[config.mk]
export PLATFORM = sky130hd
export DESIGN_NAME = point_on_segment_hit_test_unit
export DESIGN_NICKNAME = d
export VERILOG_FILES = /design/src/hdl/posht_pkg.sv /design/src/hdl/posht_dist_lane.sv /design/src/hdl/posht_root_step.sv /design/src/hdl/point_on_segment_hit_test_unit.sv
export SDC_FILE = /design/constraint.sdc
export NUM_CORES = 2
export LEC_CHECK = 0
export BUFFER_PORTS_ARGS = -buffer_cell sky130_fd_sc_hd__buf_2
export CAP_MARGIN = 20
export CORE_MARGIN = 5
export CORE_UTILIZATION = 55
export DETAILED_ROUTE_END_ITERATION = 16
export HOLD_SLACK_MARGIN = 0.06
export PLACE_DENSITY = 0.71
export SETUP_SLACK_MARGIN = 0.5
export SLEW_MARGIN = 10
export SYNTH_ARGS = -nofsm -noshare
export SYNTH_HDL_FRONTEND = slang
export SYNTH_SLANG_ARGS = --single-unit
[constraint.sdc]
create_clock -name clk -period 17 [get_ports clk]
set_input_delay 2.55 -clock clk [delete_from_list [all_inputs] [get_ports clk]]
set_output_delay 2.55 -clock clk [all_outputs]
set_load 0.02 [all_outputs]
[src/hdl/posht_pkg.sv]
// Shared types and constants for the point-on-segment hit test unit.
// No dependencies; used by the top level and the checker.
package posht_pkg;

  // Configuration register indexes.
  typedef enum logic [1:0] {
    REG_START_X = 2'd0,
    REG_START_Y = 2'd1,
    REG_END_X   = 2'd2,
    REG_END_Y   = 2'd3
  } cfg_index_t;

  // Result stream width: the single on_segment bit padded to a byte.
  localparam int unsigned OUT_W = 8;

endpackage

[src/hdl/posht_dist_lane.sv]
// Three-stage squared Euclidean distance lane: difference, square, sum.
// Standalone; its stage enables come from the top level's request chain.
module posht_dist_lane #(
  parameter int unsigned C = 12
) (
  input  logic           clk,
  input  logic [2:0]     en,
  input  logic [C-1:0]   ax,
  input  logic [C-1:0]   ay,
  input  logic [C-1:0]   bx,
  input  logic [C-1:0]   by,
  output logic [2*C:0]   dsq
);

  logic [C-1:0]   dx;
  logic [C-1:0]   dy;
  logic [2*C-1:0] sqx;
  logic [2*C-1:0] sqy;
  logic [2*C:0]   sum;

  always_ff @(posedge clk) begin
    if (en[0]) begin
      dx <= (ax >= bx) ? ax - bx : bx - ax;
      dy <= (ay >= by) ? ay - by : by - ay;
    end
    if (en[1]) begin
      sqx <= (2*C)'(dx) * (2*C)'(dx);
      sqy <= (2*C)'(dy) * (2*C)'(dy);
    end
    if (en[2]) begin
      sum <= (2*C+1)'(sqx) + (2*C+1)'(sqy);
    end
  end

  assign dsq = sum;

endmodule

[src/hdl/posht_root_step.sv]
// One pipeline stage of a digit-by-digit floor square root: one or two
// result bits per stage. Standalone; chained by the top level.
module posht_root_step #(
  parameter int unsigned RB    = 13,
  parameter int unsigned NSTEP = 2
) (
  input  logic               clk,
  input  logic               en,
  input  logic [2*RB-1:0]    rad_in,
  input  logic [RB+2:0]      rem_in,
  input  logic [RB-1:0]      root_in,
  output logic [2*RB-1:0]    rad_out,
  output logic [RB+2:0]      rem_out,
  output logic [RB-1:0]      root_out
);

  localparam int unsigned DW = 2 * RB;
  localparam int unsigned RW = RB + 3;

  logic [DW-1:0] rad;
  logic [RW-1:0] rem;
  logic [RB-1:0] root;
  logic [RW-1:0] sh;
  logic [RW-1:0] trial;

  always_comb begin
    rad   = rad_in;
    rem   = rem_in;
    root  = root_in;
    sh    = '0;
    trial = '0;
    for (int j = 0; j < NSTEP; j++) begin
      // Bring down the next two radicand bits and try (4 * root + 1).
      sh    = {rem[RW-3:0], rad[DW-1:DW-2]};
      rad   = {rad[DW-3:0], 2'b00};
      trial = {1'b0, root, 2'b01};
      if (sh >= trial) begin
        rem  = sh - trial;
        root = {root[RB-2:0], 1'b1};
      end else begin
        rem  = sh;
        root = {root[RB-2:0], 1'b0};
      end
    end
  end

  always_ff @(posedge clk) begin
    if (en) begin
      rad_out  <= rad;
      rem_out  <= rem;
      root_out <= root;
    end
  end

endmodule

[src/hdl/point_on_segment_hit_test_unit.sv]
// Point-on-segment hit test: three distance lanes, pipelined square roots
// and a final compare. Depends on posht_pkg, posht_dist_lane, posht_root_step.
//
// The unit takes one query point per cycle unless the result side stalls,
// and returns one result per query, in order. Three stages form the squared
// distances, the square roots resolve up to two bits per stage, and a last
// stage compares the roots into the output register. A stall on the result
// side holds every occupied stage, while empty stages keep filling, so no
// request is dropped or repeated. The segment endpoints are written through
// the cfg port, which is always ready; write them only while no query is in
// flight.
module point_on_segment_hit_test_unit #(
  parameter int unsigned COORD_BITS = 12
) (
  input  logic                         clk,
  input  logic                         rst,
  // s_axis_tdata, from bit 0: query_x, query_y, zero padding
  input  logic                         s_axis_tvalid,
  output logic                         s_axis_tready,
  input  logic [((2*COORD_BITS+7)/8)*8-1:0] s_axis_tdata,
  // m_axis_tdata, from bit 0: on_segment, zero padding
  output logic                         m_axis_tvalid,
  input  logic                         m_axis_tready,
  output logic [posht_pkg::OUT_W-1:0]  m_axis_tdata,
  input  logic                         cfg_valid,
  output logic                         cfg_ready,
  input  logic [1:0]                   cfg_index,
  input  logic [COORD_BITS-1:0]        cfg_data
);

  localparam int unsigned C  = COORD_BITS;
  localparam int unsigned RB = C + 1;
  localparam int unsigned DW = 2 * RB;
  localparam int unsigned RW = RB + 3;
  localparam int unsigned NS = (RB + 1) / 2;
  localparam int unsigned P  = NS + 4;

  logic [C-1:0] seg_start_x;
  logic [C-1:0] seg_start_y;
  logic [C-1:0] seg_end_x;
  logic [C-1:0] seg_end_y;

  logic [P-1:0] vld;
  logic [P:0]   adv;

  logic [C-1:0] qx;
  logic [C-1:0] qy;
  logic [2*C:0] dsq [3];

  logic [DW-1:0] rad  [NS+1][3];
  logic [RW-1:0] rem  [NS+1][3];
  logic [RB-1:0] root [NS+1][3];

  logic on_segment;

  // Configuration registers.
  assign cfg_ready = 1'b1;

  always_ff @(posedge clk) begin
    if (rst) begin
      seg_start_x <= '0;
      seg_start_y <= '0;
      seg_end_x   <= '0;
      seg_end_y   <= '0;
    end else if (cfg_valid) begin
      unique case (posht_pkg::cfg_index_t'(cfg_index))
        posht_pkg::REG_START_X: seg_start_x <= cfg_data;
        posht_pkg::REG_START_Y: seg_start_y <= cfg_data;
        posht_pkg::REG_END_X:   seg_end_x   <= cfg_data;
        posht_pkg::REG_END_Y:   seg_end_y   <= cfg_data;
        default: ;
      endcase
    end
  end

  // A stage loads when it is empty or its contents move on.
  always_comb begin
    adv[P] = m_axis_tready;
    for (int i = P - 1; i >= 0; i--) begin
      adv[i] = !vld[i] || adv[i+1];
    end
  end

  always_ff @(posedge clk) begin
    if (rst) begin
      vld <= '0;
    end else begin
      for (int i = 0; i < P; i++) begin
        if (adv[i]) begin
          vld[i] <= (i == 0) ? s_axis_tvalid : vld[(i == 0) ? 0 : i-1];
        end
      end
    end
  end

  assign s_axis_tready = adv[0];
  assign m_axis_tvalid = vld[P-1];

  assign qx = s_axis_tdata[C-1:0];
  assign qy = s_axis_tdata[2*C-1:C];

  posht_dist_lane #(.C(C)) u_dist_a (
    .clk(clk), .en(adv[2:0]),
    .ax(qx), .ay(qy), .bx(seg_start_x), .by(seg_start_y), .dsq(dsq[0])
  );

  posht_dist_lane #(.C(C)) u_dist_b (
    .clk(clk), .en(adv[2:0]),
    .ax(qx), .ay(qy), .bx(seg_end_x), .by(seg_end_y), .dsq(dsq[1])
  );

  posht_dist_lane #(.C(C)) u_dist_s (
    .clk(clk), .en(adv[2:0]),
    .ax(seg_start_x), .ay(seg_start_y), .bx(seg_end_x), .by(seg_end_y),
    .dsq(dsq[2])
  );

  for (genvar l = 0; l < 3; l++) begin : g_lane_in
    assign rad[0][l]  = {1'b0, dsq[l]};
    assign rem[0][l]  = '0;
    assign root[0][l] = '0;
  end

  for (genvar k = 0; k < NS; k++) begin : g_root
    localparam int unsigned NSTEP = (RB >= 2 * k + 2) ? 2 : 1;
    for (genvar l = 0; l < 3; l++) begin : g_lane
      posht_root_step #(.RB(RB), .NSTEP(NSTEP)) u_step (
        .clk     (clk),
        .en      (adv[3+k]),
        .rad_in  (rad[k][l]),
        .rem_in  (rem[k][l]),
        .root_in (root[k][l]),
        .rad_out (rad[k+1][l]),
        .rem_out (rem[k+1][l]),
        .root_out(root[k+1][l])
      );
    end
  end

  // The segment root must equal the sum of the two query roots.
  always_ff @(posedge clk) begin
    if (adv[P-1]) begin
      on_segment <= ({1'b0, root[NS][2]} ==
                     ({1'b0, root[NS][0]} + {1'b0, root[NS][1]}));
    end
  end

  assign m_axis_tdata = {{(posht_pkg::OUT_W-1){1'b0}}, on_segment};

endmodule

* After elaboration in Yosys (flattened, before gate mapping)
Cells that the tools add are included.
** Storage, ports and cells
- Register bits after elaboration :: 984
- Input port bits :: 43
- Output and inout port bits :: 11
- Logic and storage cells :: 303
** Cells by class
- $add $sub $neg :: 52
- Multipliers :: 6
- $lt $le $gt $ge :: 45
- Equal/unequal tests :: 4
- Multiplexer cells :: 81
- Reduce and logical (&&, ||, !) cells :: 27
** Operators by type and width (number)
- $mux 14 :: 36
- $mul 12x12->24 :: 6
- $sub 12x12->12 :: 12
- $add 24x24->25 :: 3
- $ge 12x12->1 :: 6
- $mux 12 :: 6
- $ge 16x10->1 :: 3
- $ge 16x11->1 :: 3
- $ge 16x12->1 :: 3
- $ge 16x13->1 :: 3
- $ge 16x14->1 :: 3
- $ge 16x3->1 :: 3
- $ge 16x4->1 :: 3
- $ge 16x5->1 :: 3
- $ge 16x6->1 :: 3
- $ge 16x7->1 :: 3
- $ge 16x8->1 :: 3
- $ge 16x9->1 :: 3
- $sub 14x10->14 :: 3
- $sub 14x11->14 :: 3
- $sub 14x12->14 :: 3
- $sub 14x13->14 :: 3
- $sub 14x3->14 :: 3
- $sub 14x4->14 :: 3
- 16 further kinds :: 92

* Longest topological paths before layout
- Depth in word-level cells :: 12
- Depth in mapped cells :: 24
- Mapped depth without buffers :: 23

* Hierarchy
A second synthesis with hierarchy kept.
** Second synthesis, totals
- Cell total of the unflattened synthesis :: 11125
- Area, all modules :: 112918.3 sq um
** By module, submodules not included
- posht_root_step (g_root[1].g_lane[0].u_step ...) :: instances 15, cells each 322, area each 3328.2 sq um, seq. area each 1531.5 sq um
- posht_dist_lane (u_dist_a) :: instances 1, cells each 1506, area each 14193.6 sq um, seq. area each 2852.7 sq um
- posht_dist_lane (u_dist_b) :: instances 1, cells each 1471, area each 14013.4 sq um, seq. area each 2852.7 sq um
- posht_dist_lane (u_dist_s) :: instances 1, cells each 1450, area each 13852.0 sq um, seq. area each 2852.7 sq um
- posht_root_step (g_root[0].g_lane[0].u_step ...) :: instances 2, cells each 311, area each 3422.0 sq um, seq. area each 1531.5 sq um
- posht_root_step (g_root[6].g_lane[0].u_step ...) :: instances 2, cells each 185, area each 2621.3 sq um, seq. area each 1591.5 sq um
- posht_root_step (g_root[0].g_lane[2].u_step) :: instances 1, cells each 322, area each 3285.7 sq um, seq. area each 1531.5 sq um
- point_on_segment_hit_test_unit :: instances 1, cells each 355, area each 2981.6 sq um, seq. area each 1211.2 sq um
- posht_root_step (g_root[6].g_lane[2].u_step) :: instances 1, cells each 199, area each 2582.5 sq um, seq. area each 1591.5 sq um

* Least setup slack after synthesis
No wires, ideal clock.
- Kind :: input-to-output
- Start :: in m_axis_tready
- End :: out s_axis_tready
- Arrival :: 10.054 ns
- Required time :: 14.450 ns
- Path slack :: 4.396 ns
- Stages :: 6
- Path buffers :: 0
- Cell sequence :: nor2b_1 > nand2_1 > nor2_1 > nand3_1 > nor2_1 > nand4_1
** On the way
- Cells in the longest elaborated chain, start to end :: 11
** Ends and longest elaborated chain
- start, declared :: RTL line point_on_segment_hit_test_unit.sv:23 : input logic m_axis_tready,
- $logic_or 1x1->1 (2 in a row) :: RTL line point_on_segment_hit_test_unit.sv:80 : adv[i] = !vld[i] || adv[i+1];
- named net adv[9] :: RTL line point_on_segment_hit_test_unit.sv:44 : logic [P:0] adv;
- $logic_or 1x1->1 (5 in a row) :: RTL line point_on_segment_hit_test_unit.sv:80
- named net adv[4] :: RTL line point_on_segment_hit_test_unit.sv:44
- $logic_or 1x1->1 (4 in a row) :: RTL line point_on_segment_hit_test_unit.sv:80
- end, declared :: RTL line point_on_segment_hit_test_unit.sv:19 : output logic s_axis_tready,
The timed path passes the listed nets, and every way through them passes these cells.

* Final worst setup path
Ends and elaborated chain as after synthesis.

==> out/metrics.csv <==
metric;value;unit
cts_max_path_buffers;3;
ys_types;96;
synth.avg_cell_area;10.1;um^2
cp-start-kind;input pin;
hold_viol;0;
final_common_cell;inv_1;
crit_fanout;55;
drtIter0Drc;2795;
clock-sinks;951;
slew_violations;0;
rr_startpoint;u_dist_a.dy[2];
synth_area;0.0791;mm^2
tightestPinTransition;1100;ps
grt_pass1_wl;259;mm
whs_path_depth;0;
crit_required;14450;ps
die_area;0.152;mm^2
cts-root-buf;clkbuf_16;
final_cell_mix;inv_1 (1234), edfxtp_1 (892), ha_1 (860);
preCtsSetupSlack;7730;ps
finalSetupViolations;0;
vias;53000;
ys_seq_area_share;35.3;%
grt_pass1_vias;53600;
instances_no_fill;9773;
die_height;389;um
outcome;finished clean;
antenna_found_initial;5;
drc;0;
min_from;u_dist_s.dsq[11];
syn2layout_area_growth;7.16;%
netlist_instances;7797;
holdWs;391;ps
insertion_delay;740;ps
dr.pass1.iters;5;
grt_use_total;20.4;%
ys.flop_type;edfxtp_1;
critPathArrivalTime;6620;ps
avgRoutedWirePerCell;15.6;um
ys_seq_elements;951;
antenna_left;0;
fin_crit_sh;53.9;%
cts_buffers;104;
placed_cells;9577;
rsz0062_at_grt;false;
clk_pin_slew;60;ps
fp-row-count;139;
cts.repair.resized;0;
postCtsSetupBuffers;0;
core-area;0.143;mm^2
hold_path.class;reg -> reg;
drive_gt1_share;4.79;%
globalplace.congestion;0.908;
dp.final_hpwl;122;mm
reg2regPathDepth;19;
initial_core_util;55.2;%
io_buffer_count;45;
grt-ovfl-total;0;
period_needed;9170;ps
drt-total-wl;153;mm
grt_max_degree;97;
die-width;389;um
synth-async-reset-ratio;0;%
yosys_warnings;0;
fin_ws;7830;ps
io_pins;54;
fillers;11900;
design.final.nets;9189;
cts_tree;done;
fin_setup_tns;0;ps
reg2reg_setup_slack;10800;ps
crit_path_max_incr_delay;780;ps
setup.worst_path.end_class;output port;
max_freq;0.109;GHz
reg2reg_to;u_dist_a.sqy[23];
hold_end;g_root[0].g_lane[2].u_step.rad_out[15];
holdBufCountCts;0;
cp_slowest_cell;nor2_1;
timing.slew.headroom;25.9;%
fin_skew;57.6;ps
crit_chain;buf_2, nor2b_1, nand2_2, nor2_1, nand3_4, nor2_1, nand4_1, buf_4, buf_2;
worst-setup-path-type;in -> out;
cap_violations;0;
synth_edf_count;892;
viasPerCell;5.42;
cts_htree_levels;3;
==> Yosys cell counts, drive strengths merged (46+ instances only) <==
library cell  number  area [um^2]
inv             1246         4680
edfxtp           892        26800
ha               860        10800
fa               503        10100
nand2            495         1870
nor2             486         1820
a21oi            423         2120
xnor2            387         3390
o21ai            304         1520
and2             277         1730
a21o             181         1360
nor3             169          861
xor2             163         1430
clkbuf           155          583
nor2b            120          751
nand2b            89          557
nand3             85          438
mux2i             77          774
o21a              68          510
dfxtp             59         1180
a211oi            55          423
mux2              54          608
and3              47          294
a31oi             46          303
==> how the worst max path moves through the flow <==
stage               slack, ps  cells past startpoint     startpoint             to
global placement         7860                      9  m_axis_tready  s_axis_tready
detailed placement       7730                      9  m_axis_tready  s_axis_tready
finish                   7830                      9  m_axis_tready  s_axis_tready
CTS                      7730                      9  m_axis_tready  s_axis_tready
global route             7330                      9  m_axis_tready  s_axis_tready
floorplan                4400                      6  m_axis_tready  s_axis_tready
==> state kept, by name (all words and copies together) (netlist names), 23 cells and up <==
name	flops
g_root.g_lane.u_step.rem_out	225
g_root.g_lane.u_step.rad_out	216
g_root.g_lane.u_step.root_out	165
u_dist_a.dsq	25
u_dist_b.dsq	25
u_dist_s.dsq	25
u_dist_a.sqx	23
u_dist_a.sqy	23
u_dist_b.sqx	23
u_dist_b.sqy	23
u_dist_s.sqx	23
u_dist_s.sqy	23
==> critical path: cells and delay by family <==
kind | cells | cell delay (ps)
AND/OR/NAND/NOR | 6 | 3400
buffers and inverters | 3 | 640
==> per-layer routing <==
metal  up-vias  global-route usage (%)  wire [um]
li1      26500                       -          -
met1     25200                    27.0      68600
met4         4                    7.03       4950
met3       285                    2.74       6370
met2      1002                    34.7      72900
met5         -                       0         28
==> cell type report <==
cell class                      instances  area (um^2)  share of cell area, %
Clock buffer                          118         2680                   3.16
Inverter                             1247         4690                   5.53
Antenna cell                            1         2.50                0.00295
Multi-Input combinational cell       5413        45800                   54.0
Clock inverter                         74          858                   1.01
Timing Repair Buffer                   66          443                  0.522
Tap cell                             1903         2380                   2.81
Sequential cell                       951        28000                   33.0
==> logic make-up after synthesis <==
family          Yosys count  synth area share [%]
fa+ha+maj              1363                  26.3
other cells               2               0.00949
mux                     131                  1.75
buf+inv                1439                  6.91
compound gates         1367                  11.0
xor+xnor                550                  6.09
simple gates           1994                  12.6
flops                   951                  35.3
==> through the flow <==
stage          area [um^2]  util (%)
2_1_floorplan        79100         -
3_3_place_gp         81200      56.6
3_5_place_dp         81200      56.6
4_1_cts              84700      59.1
5_1_grt              84800      59.2
6_report             84800      59.2
Power is not shown: default switching activity piles up to over one toggle a cycle in this logic, so the estimate is an artifact.
